$ cat src/slr_pkg.sv
package slr_pkg;

    // coordinate and error-term widths of the walker
    localparam int COORD_W = 10;
    localparam int ERR_W   = 20;
    localparam int STEP_W  = 8;

    // configuration register indexes
    localparam logic [1:0] CFG_COLOR  = 2'd0;
    localparam logic [1:0] CFG_WIDTH  = 2'd1;
    localparam logic [1:0] CFG_HEIGHT = 2'd2;

    // line kinds
    localparam logic [1:0] KIND_HORIZ = 2'd0;
    localparam logic [1:0] KIND_VERT  = 2'd1;
    localparam logic [1:0] KIND_BRES  = 2'd2;

    // classified line command handed from front to walker
    typedef struct packed {
        logic [1:0]                kind;
        logic signed [COORD_W-1:0] x;
        logic signed [COORD_W-1:0] y;
        logic signed [ERR_W-1:0]   d;
        logic signed [ERR_W-1:0]   d_up;
        logic signed [ERR_W-1:0]   d_flat;
        logic [STEP_W-1:0]         steps;
    } t_cmd;

endpackage

$ cat src/slr_front.sv
module slr_front import slr_pkg::*; (
    input  logic        i_clk,
    input  logic        i_rst_n,
    input  logic        i_valid,
    output logic        o_ready,
    input  logic [31:0] i_data,
    output logic        o_cmd_valid,
    output t_cmd        o_cmd,
    input  logic        i_cmd_pop
);

    logic signed [7:0]       x0, y0, x1, y1;
    logic signed [8:0]       dx, dy;
    logic signed [ERR_W-1:0] dx_e, dy_e, d_diff;
    logic                    horiz, vert, keep, push;
    t_cmd                    cmd;

    t_cmd       r_q [2];
    logic       r_wp, r_rp;
    logic [1:0] r_cnt;

    // field unpack and endpoint deltas
    assign x0 = i_data[7:0];
    assign y0 = i_data[15:8];
    assign x1 = i_data[23:16];
    assign y1 = i_data[31:24];
    assign dx = {x1[7], x1} - {x0[7], x0};
    assign dy = {y1[7], y1} - {y0[7], y0};
    assign dx_e = {{(ERR_W-9){dx[8]}}, dx};
    assign dy_e = {{(ERR_W-9){dy[8]}}, dy};
    assign d_diff = dy_e - dx_e;

    // classify: reversed horizontal or vertical lines draw nothing and are dropped
    assign horiz = (y0 == y1);
    assign vert  = !horiz && (x0 == x1);
    assign keep  = horiz ? !dx[8] : (vert ? !dy[8] : 1'b1);

    always_comb begin
        cmd.x      = {{(COORD_W-8){x0[7]}}, x0};
        cmd.y      = {{(COORD_W-8){y0[7]}}, y0};
        cmd.d      = {dy_e[ERR_W-2:0], 1'b0} - dx_e;
        cmd.d_up   = {d_diff[ERR_W-2:0], 1'b0};
        cmd.d_flat = {dy_e[ERR_W-2:0], 1'b0};
        if (horiz) begin
            cmd.kind  = KIND_HORIZ;
            cmd.steps = dx[7:0];
        end else if (vert) begin
            cmd.kind  = KIND_VERT;
            cmd.steps = dy[7:0];
        end else begin
            cmd.kind  = KIND_BRES;
            cmd.steps = dx[8] ? '0 : dx[7:0];
        end
    end

    // two-entry command queue
    assign o_ready     = (r_cnt != 2'd2);
    assign push        = i_valid && o_ready && keep;
    assign o_cmd_valid = (r_cnt != 2'd0);
    assign o_cmd       = r_q[r_rp];

    always_ff @(posedge i_clk) begin
        if (push) begin
            r_q[r_wp] <= cmd;
        end
    end

    always_ff @(posedge i_clk) begin
        if (!i_rst_n) begin
            r_wp  <= 1'b0;
            r_rp  <= 1'b0;
            r_cnt <= 2'd0;
        end else begin
            if (push) begin
                r_wp <= !r_wp;
            end
            if (i_cmd_pop) begin
                r_rp <= !r_rp;
            end
            case ({push, i_cmd_pop})
                2'b10:   r_cnt <= r_cnt + 2'd1;
                2'b01:   r_cnt <= r_cnt - 2'd1;
                default: r_cnt <= r_cnt;
            endcase
        end
    end

endmodule

$ cat src/slr_walker.sv
module slr_walker import slr_pkg::*; (
    input  logic        i_clk,
    input  logic        i_rst_n,
    input  logic        i_cmd_valid,
    input  t_cmd        i_cmd,
    output logic        o_cmd_pop,
    input  logic [6:0]  i_width,
    input  logic [6:0]  i_height,
    input  logic [7:0]  i_color,
    output logic        o_valid,
    input  logic        i_ready,
    output logic [11:0] o_index,
    output logic [7:0]  o_color,
    output logic        o_last
);

    localparam logic [1:0] ST_IDLE  = 2'd0;
    localparam logic [1:0] ST_WALK  = 2'd1;
    localparam logic [1:0] ST_FLUSH = 2'd2;

    logic [1:0]                r_state;
    logic [1:0]                r_kind;
    logic signed [COORD_W-1:0] r_x, r_y;
    logic signed [ERR_W-1:0]   r_d, r_d_up, r_d_flat;
    logic [STEP_W-1:0]         r_left;
    logic                      r_pend_v;
    logic [11:0]               r_pend_idx;
    logic                      r_out_v;
    logic [11:0]               r_out_idx;
    logic [7:0]                r_out_color;
    logic                      r_out_last;

    logic        on_disp, out_free, adv, load_out;
    logic [6:0]  x_off;
    logic [12:0] row_base;
    logic [11:0] cand_idx;

    // candidate pixel: display test and serpentine index
    assign on_disp = !r_x[COORD_W-1] && !r_y[COORD_W-1]
                     && (r_x < $signed({{(COORD_W-7){1'b0}}, i_width}))
                     && (r_y < $signed({{(COORD_W-7){1'b0}}, i_height}));
    assign x_off    = r_y[0] ? (i_width - 7'd1 - {1'b0, r_x[5:0]}) : {1'b0, r_x[5:0]};
    assign row_base = {7'd0, r_y[5:0]} * {6'd0, i_width};
    assign cand_idx = 12'(row_base + {6'd0, x_off});

    // the pending pixel is held until the next one proves it is not the last
    assign out_free  = !r_out_v || i_ready;
    assign adv       = !on_disp || !r_pend_v || out_free;
    assign o_cmd_pop = (r_state == ST_IDLE) && i_cmd_valid;
    assign load_out  = ((r_state == ST_WALK) && adv && on_disp && r_pend_v)
                       || ((r_state == ST_FLUSH) && r_pend_v && out_free);

    always_ff @(posedge i_clk) begin
        if (!i_rst_n) begin
            r_state  <= ST_IDLE;
            r_pend_v <= 1'b0;
            r_out_v  <= 1'b0;
        end else begin
            if (load_out) begin
                r_out_v <= 1'b1;
            end else if (i_ready) begin
                r_out_v <= 1'b0;
            end
            unique case (r_state)
                ST_IDLE: begin
                    if (i_cmd_valid) begin
                        r_state <= ST_WALK;
                    end
                end
                ST_WALK: begin
                    if (adv) begin
                        if (on_disp) begin
                            r_pend_v <= 1'b1;
                        end
                        if (r_left == '0) begin
                            r_state <= ST_FLUSH;
                        end
                    end
                end
                ST_FLUSH: begin
                    if (!r_pend_v) begin
                        r_state <= ST_IDLE;
                    end else if (out_free) begin
                        r_pend_v <= 1'b0;
                        r_state  <= ST_IDLE;
                    end
                end
                default: r_state <= ST_IDLE;
            endcase
        end
    end

    // walk datapath and output register payload
    always_ff @(posedge i_clk) begin
        if (o_cmd_pop) begin
            r_kind   <= i_cmd.kind;
            r_x      <= i_cmd.x;
            r_y      <= i_cmd.y;
            r_d      <= i_cmd.d;
            r_d_up   <= i_cmd.d_up;
            r_d_flat <= i_cmd.d_flat;
            r_left   <= i_cmd.steps;
        end else if (r_state == ST_WALK && adv) begin
            r_left <= r_left - STEP_W'(1);
            unique case (r_kind)
                KIND_VERT: r_y <= r_y + COORD_W'(1);
                KIND_BRES: begin
                    r_x <= r_x + COORD_W'(1);
                    if (!r_d[ERR_W-1] && (r_d != '0)) begin
                        r_y <= r_y + COORD_W'(1);
                        r_d <= r_d + r_d_up;
                    end else begin
                        r_d <= r_d + r_d_flat;
                    end
                end
                default: r_x <= r_x + COORD_W'(1);
            endcase
        end

        if (r_state == ST_WALK && adv && on_disp) begin
            r_pend_idx <= cand_idx;
            if (r_pend_v) begin
                r_out_idx   <= r_pend_idx;
                r_out_color <= i_color;
                r_out_last  <= 1'b0;
            end
        end else if (r_state == ST_FLUSH && r_pend_v && out_free) begin
            r_out_idx   <= r_pend_idx;
            r_out_color <= i_color;
            r_out_last  <= 1'b1;
        end
    end

    assign o_valid = r_out_v;
    assign o_index = r_out_idx;
    assign o_color = r_out_color;
    assign o_last  = r_out_last;

endmodule

$ cat src/serpentine_line_rasterizer_unit.sv
// channel   direction  transaction                  payload
// s_axis    in         one line command             tdata: start_x, start_y, end_x, end_y
// m_axis    out        one lit pixel                tdata: led_index, color_out; tlast
// cfg       in         one register write           index, data
//
// A command walks one candidate pixel per cycle unless stalled: end - start + 1
// candidates for a horizontal or vertical line, end_x - start_x + 1 (or one when
// reversed) for a sloped one, plus a load step in IDLE and a flush step in FLUSH.
// Reversed horizontal or vertical commands are dropped at the queue input.
// The walker stalls only when a displayed pixel needs the output register.
// A two-entry command queue takes new commands while the walker is busy.
// Synchronous active-low reset; registers reset to color 0, 32 x 32 display.
module serpentine_line_rasterizer_unit import slr_pkg::*; #(
    parameter int MAX_DIM = 64
) (
    input  logic        i_clk,
    input  logic        i_rst_n,
    input  logic        s_axis_tvalid,
    output logic        s_axis_tready,
    input  logic [31:0] s_axis_tdata,   // start_x, start_y, end_x, end_y
    output logic        m_axis_tvalid,
    input  logic        m_axis_tready,
    output logic [23:0] m_axis_tdata,   // led_index[11:0], color_out[19:12], zero
    output logic        m_axis_tlast,   // last_pixel
    input  logic        i_cfg_valid,
    output logic        o_cfg_ready,
    input  logic [1:0]  i_cfg_index,
    input  logic [7:0]  i_cfg_data
);

    logic [7:0] r_color;
    logic [6:0] r_width, r_height;
    logic [6:0] width_eff, height_eff;
    logic       cmd_valid, cmd_pop;
    t_cmd       cmd;
    logic [11:0] px_index;
    logic [7:0]  px_color;

    // configuration registers
    assign o_cfg_ready = 1'b1;

    always_ff @(posedge i_clk) begin
        if (!i_rst_n) begin
            r_color  <= 8'd0;
            r_width  <= 7'd32;
            r_height <= 7'd32;
        end else if (i_cfg_valid) begin
            unique case (i_cfg_index)
                CFG_COLOR:  r_color  <= i_cfg_data;
                CFG_WIDTH:  r_width  <= i_cfg_data[6:0];
                CFG_HEIGHT: r_height <= i_cfg_data[6:0];
                default: ;
            endcase
        end
    end

    // clamp dimensions to 1..MAX_DIM
    assign width_eff  = (r_width == 7'd0) ? 7'd1 :
                        (r_width > 7'(MAX_DIM)) ? 7'(MAX_DIM) : r_width;
    assign height_eff = (r_height == 7'd0) ? 7'd1 :
                        (r_height > 7'(MAX_DIM)) ? 7'(MAX_DIM) : r_height;

    slr_front u_front (
        .i_clk       (i_clk),
        .i_rst_n     (i_rst_n),
        .i_valid     (s_axis_tvalid),
        .o_ready     (s_axis_tready),
        .i_data      (s_axis_tdata),
        .o_cmd_valid (cmd_valid),
        .o_cmd       (cmd),
        .i_cmd_pop   (cmd_pop)
    );

    slr_walker u_walker (
        .i_clk       (i_clk),
        .i_rst_n     (i_rst_n),
        .i_cmd_valid (cmd_valid),
        .i_cmd       (cmd),
        .o_cmd_pop   (cmd_pop),
        .i_width     (width_eff),
        .i_height    (height_eff),
        .i_color     (r_color),
        .o_valid     (m_axis_tvalid),
        .i_ready     (m_axis_tready),
        .o_index     (px_index),
        .o_color     (px_color),
        .o_last      (m_axis_tlast)
    );

    assign m_axis_tdata = {4'd0, px_color, px_index};

endmodule

$ cat config.mk
export PLATFORM = sky130hd
export DESIGN_NAME = serpentine_line_rasterizer_unit
export DESIGN_NICKNAME = d
export VERILOG_FILES = /design/src/slr_pkg.sv /design/src/slr_front.sv /design/src/slr_walker.sv /design/src/serpentine_line_rasterizer_unit.sv
export SDC_FILE = /design/constraint.sdc
export NUM_CORES = 1
export LEC_CHECK = 0
export ABC_CLOCK_PERIOD_IN_PS = 11750
export BUFFER_PORTS_ARGS = -buffer_cell sky130_fd_sc_hd__buf_4
export CAP_MARGIN = 30
export CORE_MARGIN = 1
export CORE_UTILIZATION = 40
export CTS_BUF_LIST = sky130_fd_sc_hd__clkbuf_8 sky130_fd_sc_hd__clkbuf_16
export DETAILED_ROUTE_END_ITERATION = 8
export PLACE_DENSITY = 0.62
export SYNTH_ARGS = -nofsm -noshare
export SYNTH_HDL_FRONTEND = slang
export SYNTH_SLANG_ARGS = --single-unit
export TNS_END_PERCENT = 30
$ cat constraint.sdc
create_clock -name i_clk -period 11.75 [get_ports i_clk]
set_input_delay 2.35 -clock i_clk [delete_from_list [all_inputs] [get_ports i_clk]]
set_output_delay 2.35 -clock i_clk [all_outputs]
set_load 0.05 [all_outputs]
==> run metrics <==
run status finished, final reports clean; slowest stage delay, CP 0.67 ns; post-CTS resize count 0; vias in the first global route 9182; Sw Pwr 1.63 mW; # nets final 1456; Finished Layout Cells 1752; Worst Clk Skew 0.0445 ns; CP endpoint kind flop; Slew headroom 0.355; FFs w/ async S/R, synth 0; area post-placement 15000 sq um; GPL Wtd Cong 0.873; # clock sinks 245; hpwl dp 20900 um; Setup crit end u_front.r_q[1][15]; first-pass GRT wire length 47500 um; Reg power frac 0.357; VDD IR-drop max 0.154 mV; Routed WL 28600 um; Final ANT Viol Nets 0; Setup Fix Bufs, Post-CTS 0; slowest CP cell nor2_4; Worst Path Required 11.94 ns; Ys Warns 0; library cells used by synthesis 69; # DRC 0; top cell family by delay on the critical path simple AND/OR/NAND/NOR gates; WL/cell 16.3 um; Final Power 4.24 mW; Crit. Startpoint s_axis_tdata[8]; EDFF count, synth 214; crit-path cells buf_4 > ha_1 > inv_1 > fa_1 > a21o_1 > a21oi_1 > o211ai_1 > a21oi_2 > or3_1 > nor2_4 > buf_4; DR iter-0 viols 470; Min-Delay Startpoint u_walker.r_pend_idx[6]; row cnt 68; DR vias/cell 5.13; Die H 189 um; 1st-pass router iterations 5; terminus of the critical flop-to-flop path u_walker.r_pend_idx[11]; DIE WIDTH 189 um; flop-to-flop setup slack 6.87 ns; fmax 202 MHz; WP depth 11; register area share after synthesis 0.505; P_leak 6.25 nW; Net Sw Frac 0.384; CTS buffer count 28; GR Util All Layers 0.166; worst skew pair latency 0.57 ns; Hold WS 0.417 ns; CTS tree yes; largest net degree at the start of global routing 53; core area 34500 sq um; total die area 35700 sq um; starting density of the core 0.405; Most Frequent Cell on Critical Path buf_4; setup TNS 0 ns; final setup vio count 0; Port Buffer Count 69; vias after detailed routing 8988; num ports 75; Setup Crit Path Kind input port to flop; initial antenna violation count 0; Comb power frac 0.447; minimum clock period 4.96 ns; post-synthesis average cell area 11.6 sq um; clock network power share 0.195; crit share post-route 0.422; Internal Power 2.61 mW; GRT Residual Overflow 0; H-tree depth 1; worst r2r src u_walker.r_y[0]; WP data arrival 5.16 ns; max-cap viol count 0; Synth Instances 1201; Least-Margin Pin Slew 0.961 ns; n_diodes 0; RSZ-0062 raised after global routing no; layout cells sized above 1 0.146; synthesis-to-layout area growth 13.9%; synthesized area 14000 sq um; dominant synthesized flop cell edfxtp_1; Hold Path Depth 0; Root Driver clkbuf_16; CTS Hold Bufs 0; worst-path fanout max 29; Placed Instances 1700; CP startpoint kind input port; HP Class flop to flop; worst reg2reg path depth 14; Final Hold Viols 0; synthesized flop and latch total 245; P per Cell Area 266 nW/um^2; Max clock buf depth 3; Bufs and invs on worst path 3; Slew Limit Fails 0; Clock transition at path regs 0.06 ns; post-route cell area 15900 sq um
worst register-to-register path, cell delays in order (launching register included):
cell      delay (ns)
edfxtp_1        0.71
clkinv_1        0.42
nor2_1          0.22
fa_1            0.46
fa_1            0.48
fa_1            0.55
inv_1           0.05
fa_1            0.53
inv_1           0.04
ha_1            0.33
o21ai_0         0.11
nor2_1          0.09
o41ai_2         0.32
o21ai_0         0.18
xnor2_1         0.15
registers in the layout, summed over array words and instances (netlist names), 7 cells and up, named ones only:
register	flops
u_walker.r_d_flat	9
r_height	7
u_front.r_q	112
u_walker.r_d	20
u_walker.o_color	8
u_walker.r_x	10
u_walker.r_pend_idx	12
r_width	7
u_walker.r_left	8
r_color	8
u_walker.r_d_up	10
u_walker.o_index	12
u_walker.r_y	10
synthesized netlist by cell type, drive strengths merged (16+ instances only):
cell type  instances  area [sq um]
dfxtp             31           621
nor2             104           398
and2              23           144
a21oi             55           294
fa                30           601
edfxtp           214          6430
nand3             19          95.1
inv               87           327
xnor2             47           412
o21ai             62           318
xor2              25           219
mux2i             54           541
a211oi            16           120
mux2              34           383
nand2             73           277
nor2b             21           131
ha               104          1300
clkbuf            23          86.3
nor3              21           105
metrics by stage:
| step | utilization | worst slack [ns] |
|---|---|---|
| floorplan | - | 5.24 |
| global placement | 0.435 | 6.26 |
| detailed placement | 0.435 | 6.21 |
| CTS | 0.462 | 6.78 |
| global route | 0.462 | 6.57 |
| finish | 0.462 | 6.79 |
power groups by stage:
| stage | clock network (mW) | logic, mW | registers (mW) |
|---|---|---|---|
| 2_1_floorplan | 0 | 1.49 | 1.47 |
| 3_3_place_gp | 0 | 1.85 | 1.52 |
| 3_5_place_dp | 0 | 1.89 | 1.53 |
| 4_1_cts | 0.852 | 1.91 | 1.52 |
| 5_1_grt | 0.881 | 2.15 | 1.55 |
| 6_report | 0.828 | 1.90 | 1.51 |
worst min path at each step:
| stage | endpoint | slack [ns] |
|---|---|---|
| after detailed placement | u_walker.o_index[6] | 0.41 |
| after CTS | u_walker.o_index[6] | 0.42 |
| after global placement | u_walker.o_index[11] | 0.40 |
| after global routing | u_walker.o_index[10] | 0.43 |
| final | u_walker.o_index[6] | 0.42 |
| after floorplan | u_walker.o_index[0] | 0.40 |
metal layers:
metal | share of wire | global-route usage | routed length [um]
met5 | 0 | 0 | 0
met3 | 0.032 | 0.0220 | 914
met4 | 0.025 | 0.0509 | 719
met1 | 0.47 | 0.221 | 13600
met2 | 0.47 | 0.279 | 13400
logic make-up (layout without fill, tap and decap cells):
logic type / count (synthesis) / count (layout) / share of synthesized area
xor gates and xnor gates: 72 / 72 / 0.0452
adders and majority gates: 134 / 134 / 0.136
DFF: 245 / 245 / 0.505
and+or+nand+nor: 323 / 323 / 0.114
other: 2 / 5 / 0.000538
muxes: 88 / 88 / 0.0661
AOI/OAI and AO/OA: 210 / 210 / 0.0976
buffers and inverters: 127 / 220 / 0.0360
layout make-up:
class                           count  area [sq um]
Tap cell                          455           569
Inverter                           89           334
Sequential cell                   245          7050
Timing Repair Buffer               79           601
Fill cell                        3164         18600
Clock inverter                     22           158
Multi-Input combinational cell    832          6450
Clock buffer                       30           739
placed cells by master (no fill, tap or decap), types with 5 or more instances in the layout:
cell type,count
a211oi_1,15
a21boi_0,6
a21o_1,14
a21oi_1,50
a21oi_2,5
a31oi_1,5
and2_1,23
and3_1,7
buf_4,78
clkbuf_16,29
conb_1,5
dfxtp_1,30
edfxtp_1,214
fa_1,30
ha_1,104
inv_1,91
mux2_2,34
mux2i_1,54
nand2_1,72
nand2b_1,9
nand3_1,19
nand3b_1,6
nand4_1,8
nor2_1,102
nor2b_1,21
nor3_1,21
nor3b_1,5
nor4_1,6
o211ai_1,9
o21a_1,7
o21ai_0,55
o21ai_1,5
o31ai_1,5
or3_1,7
xnor2_1,47
xor2_1,25
Note: power is estimated with default switching activity, not from simulation.
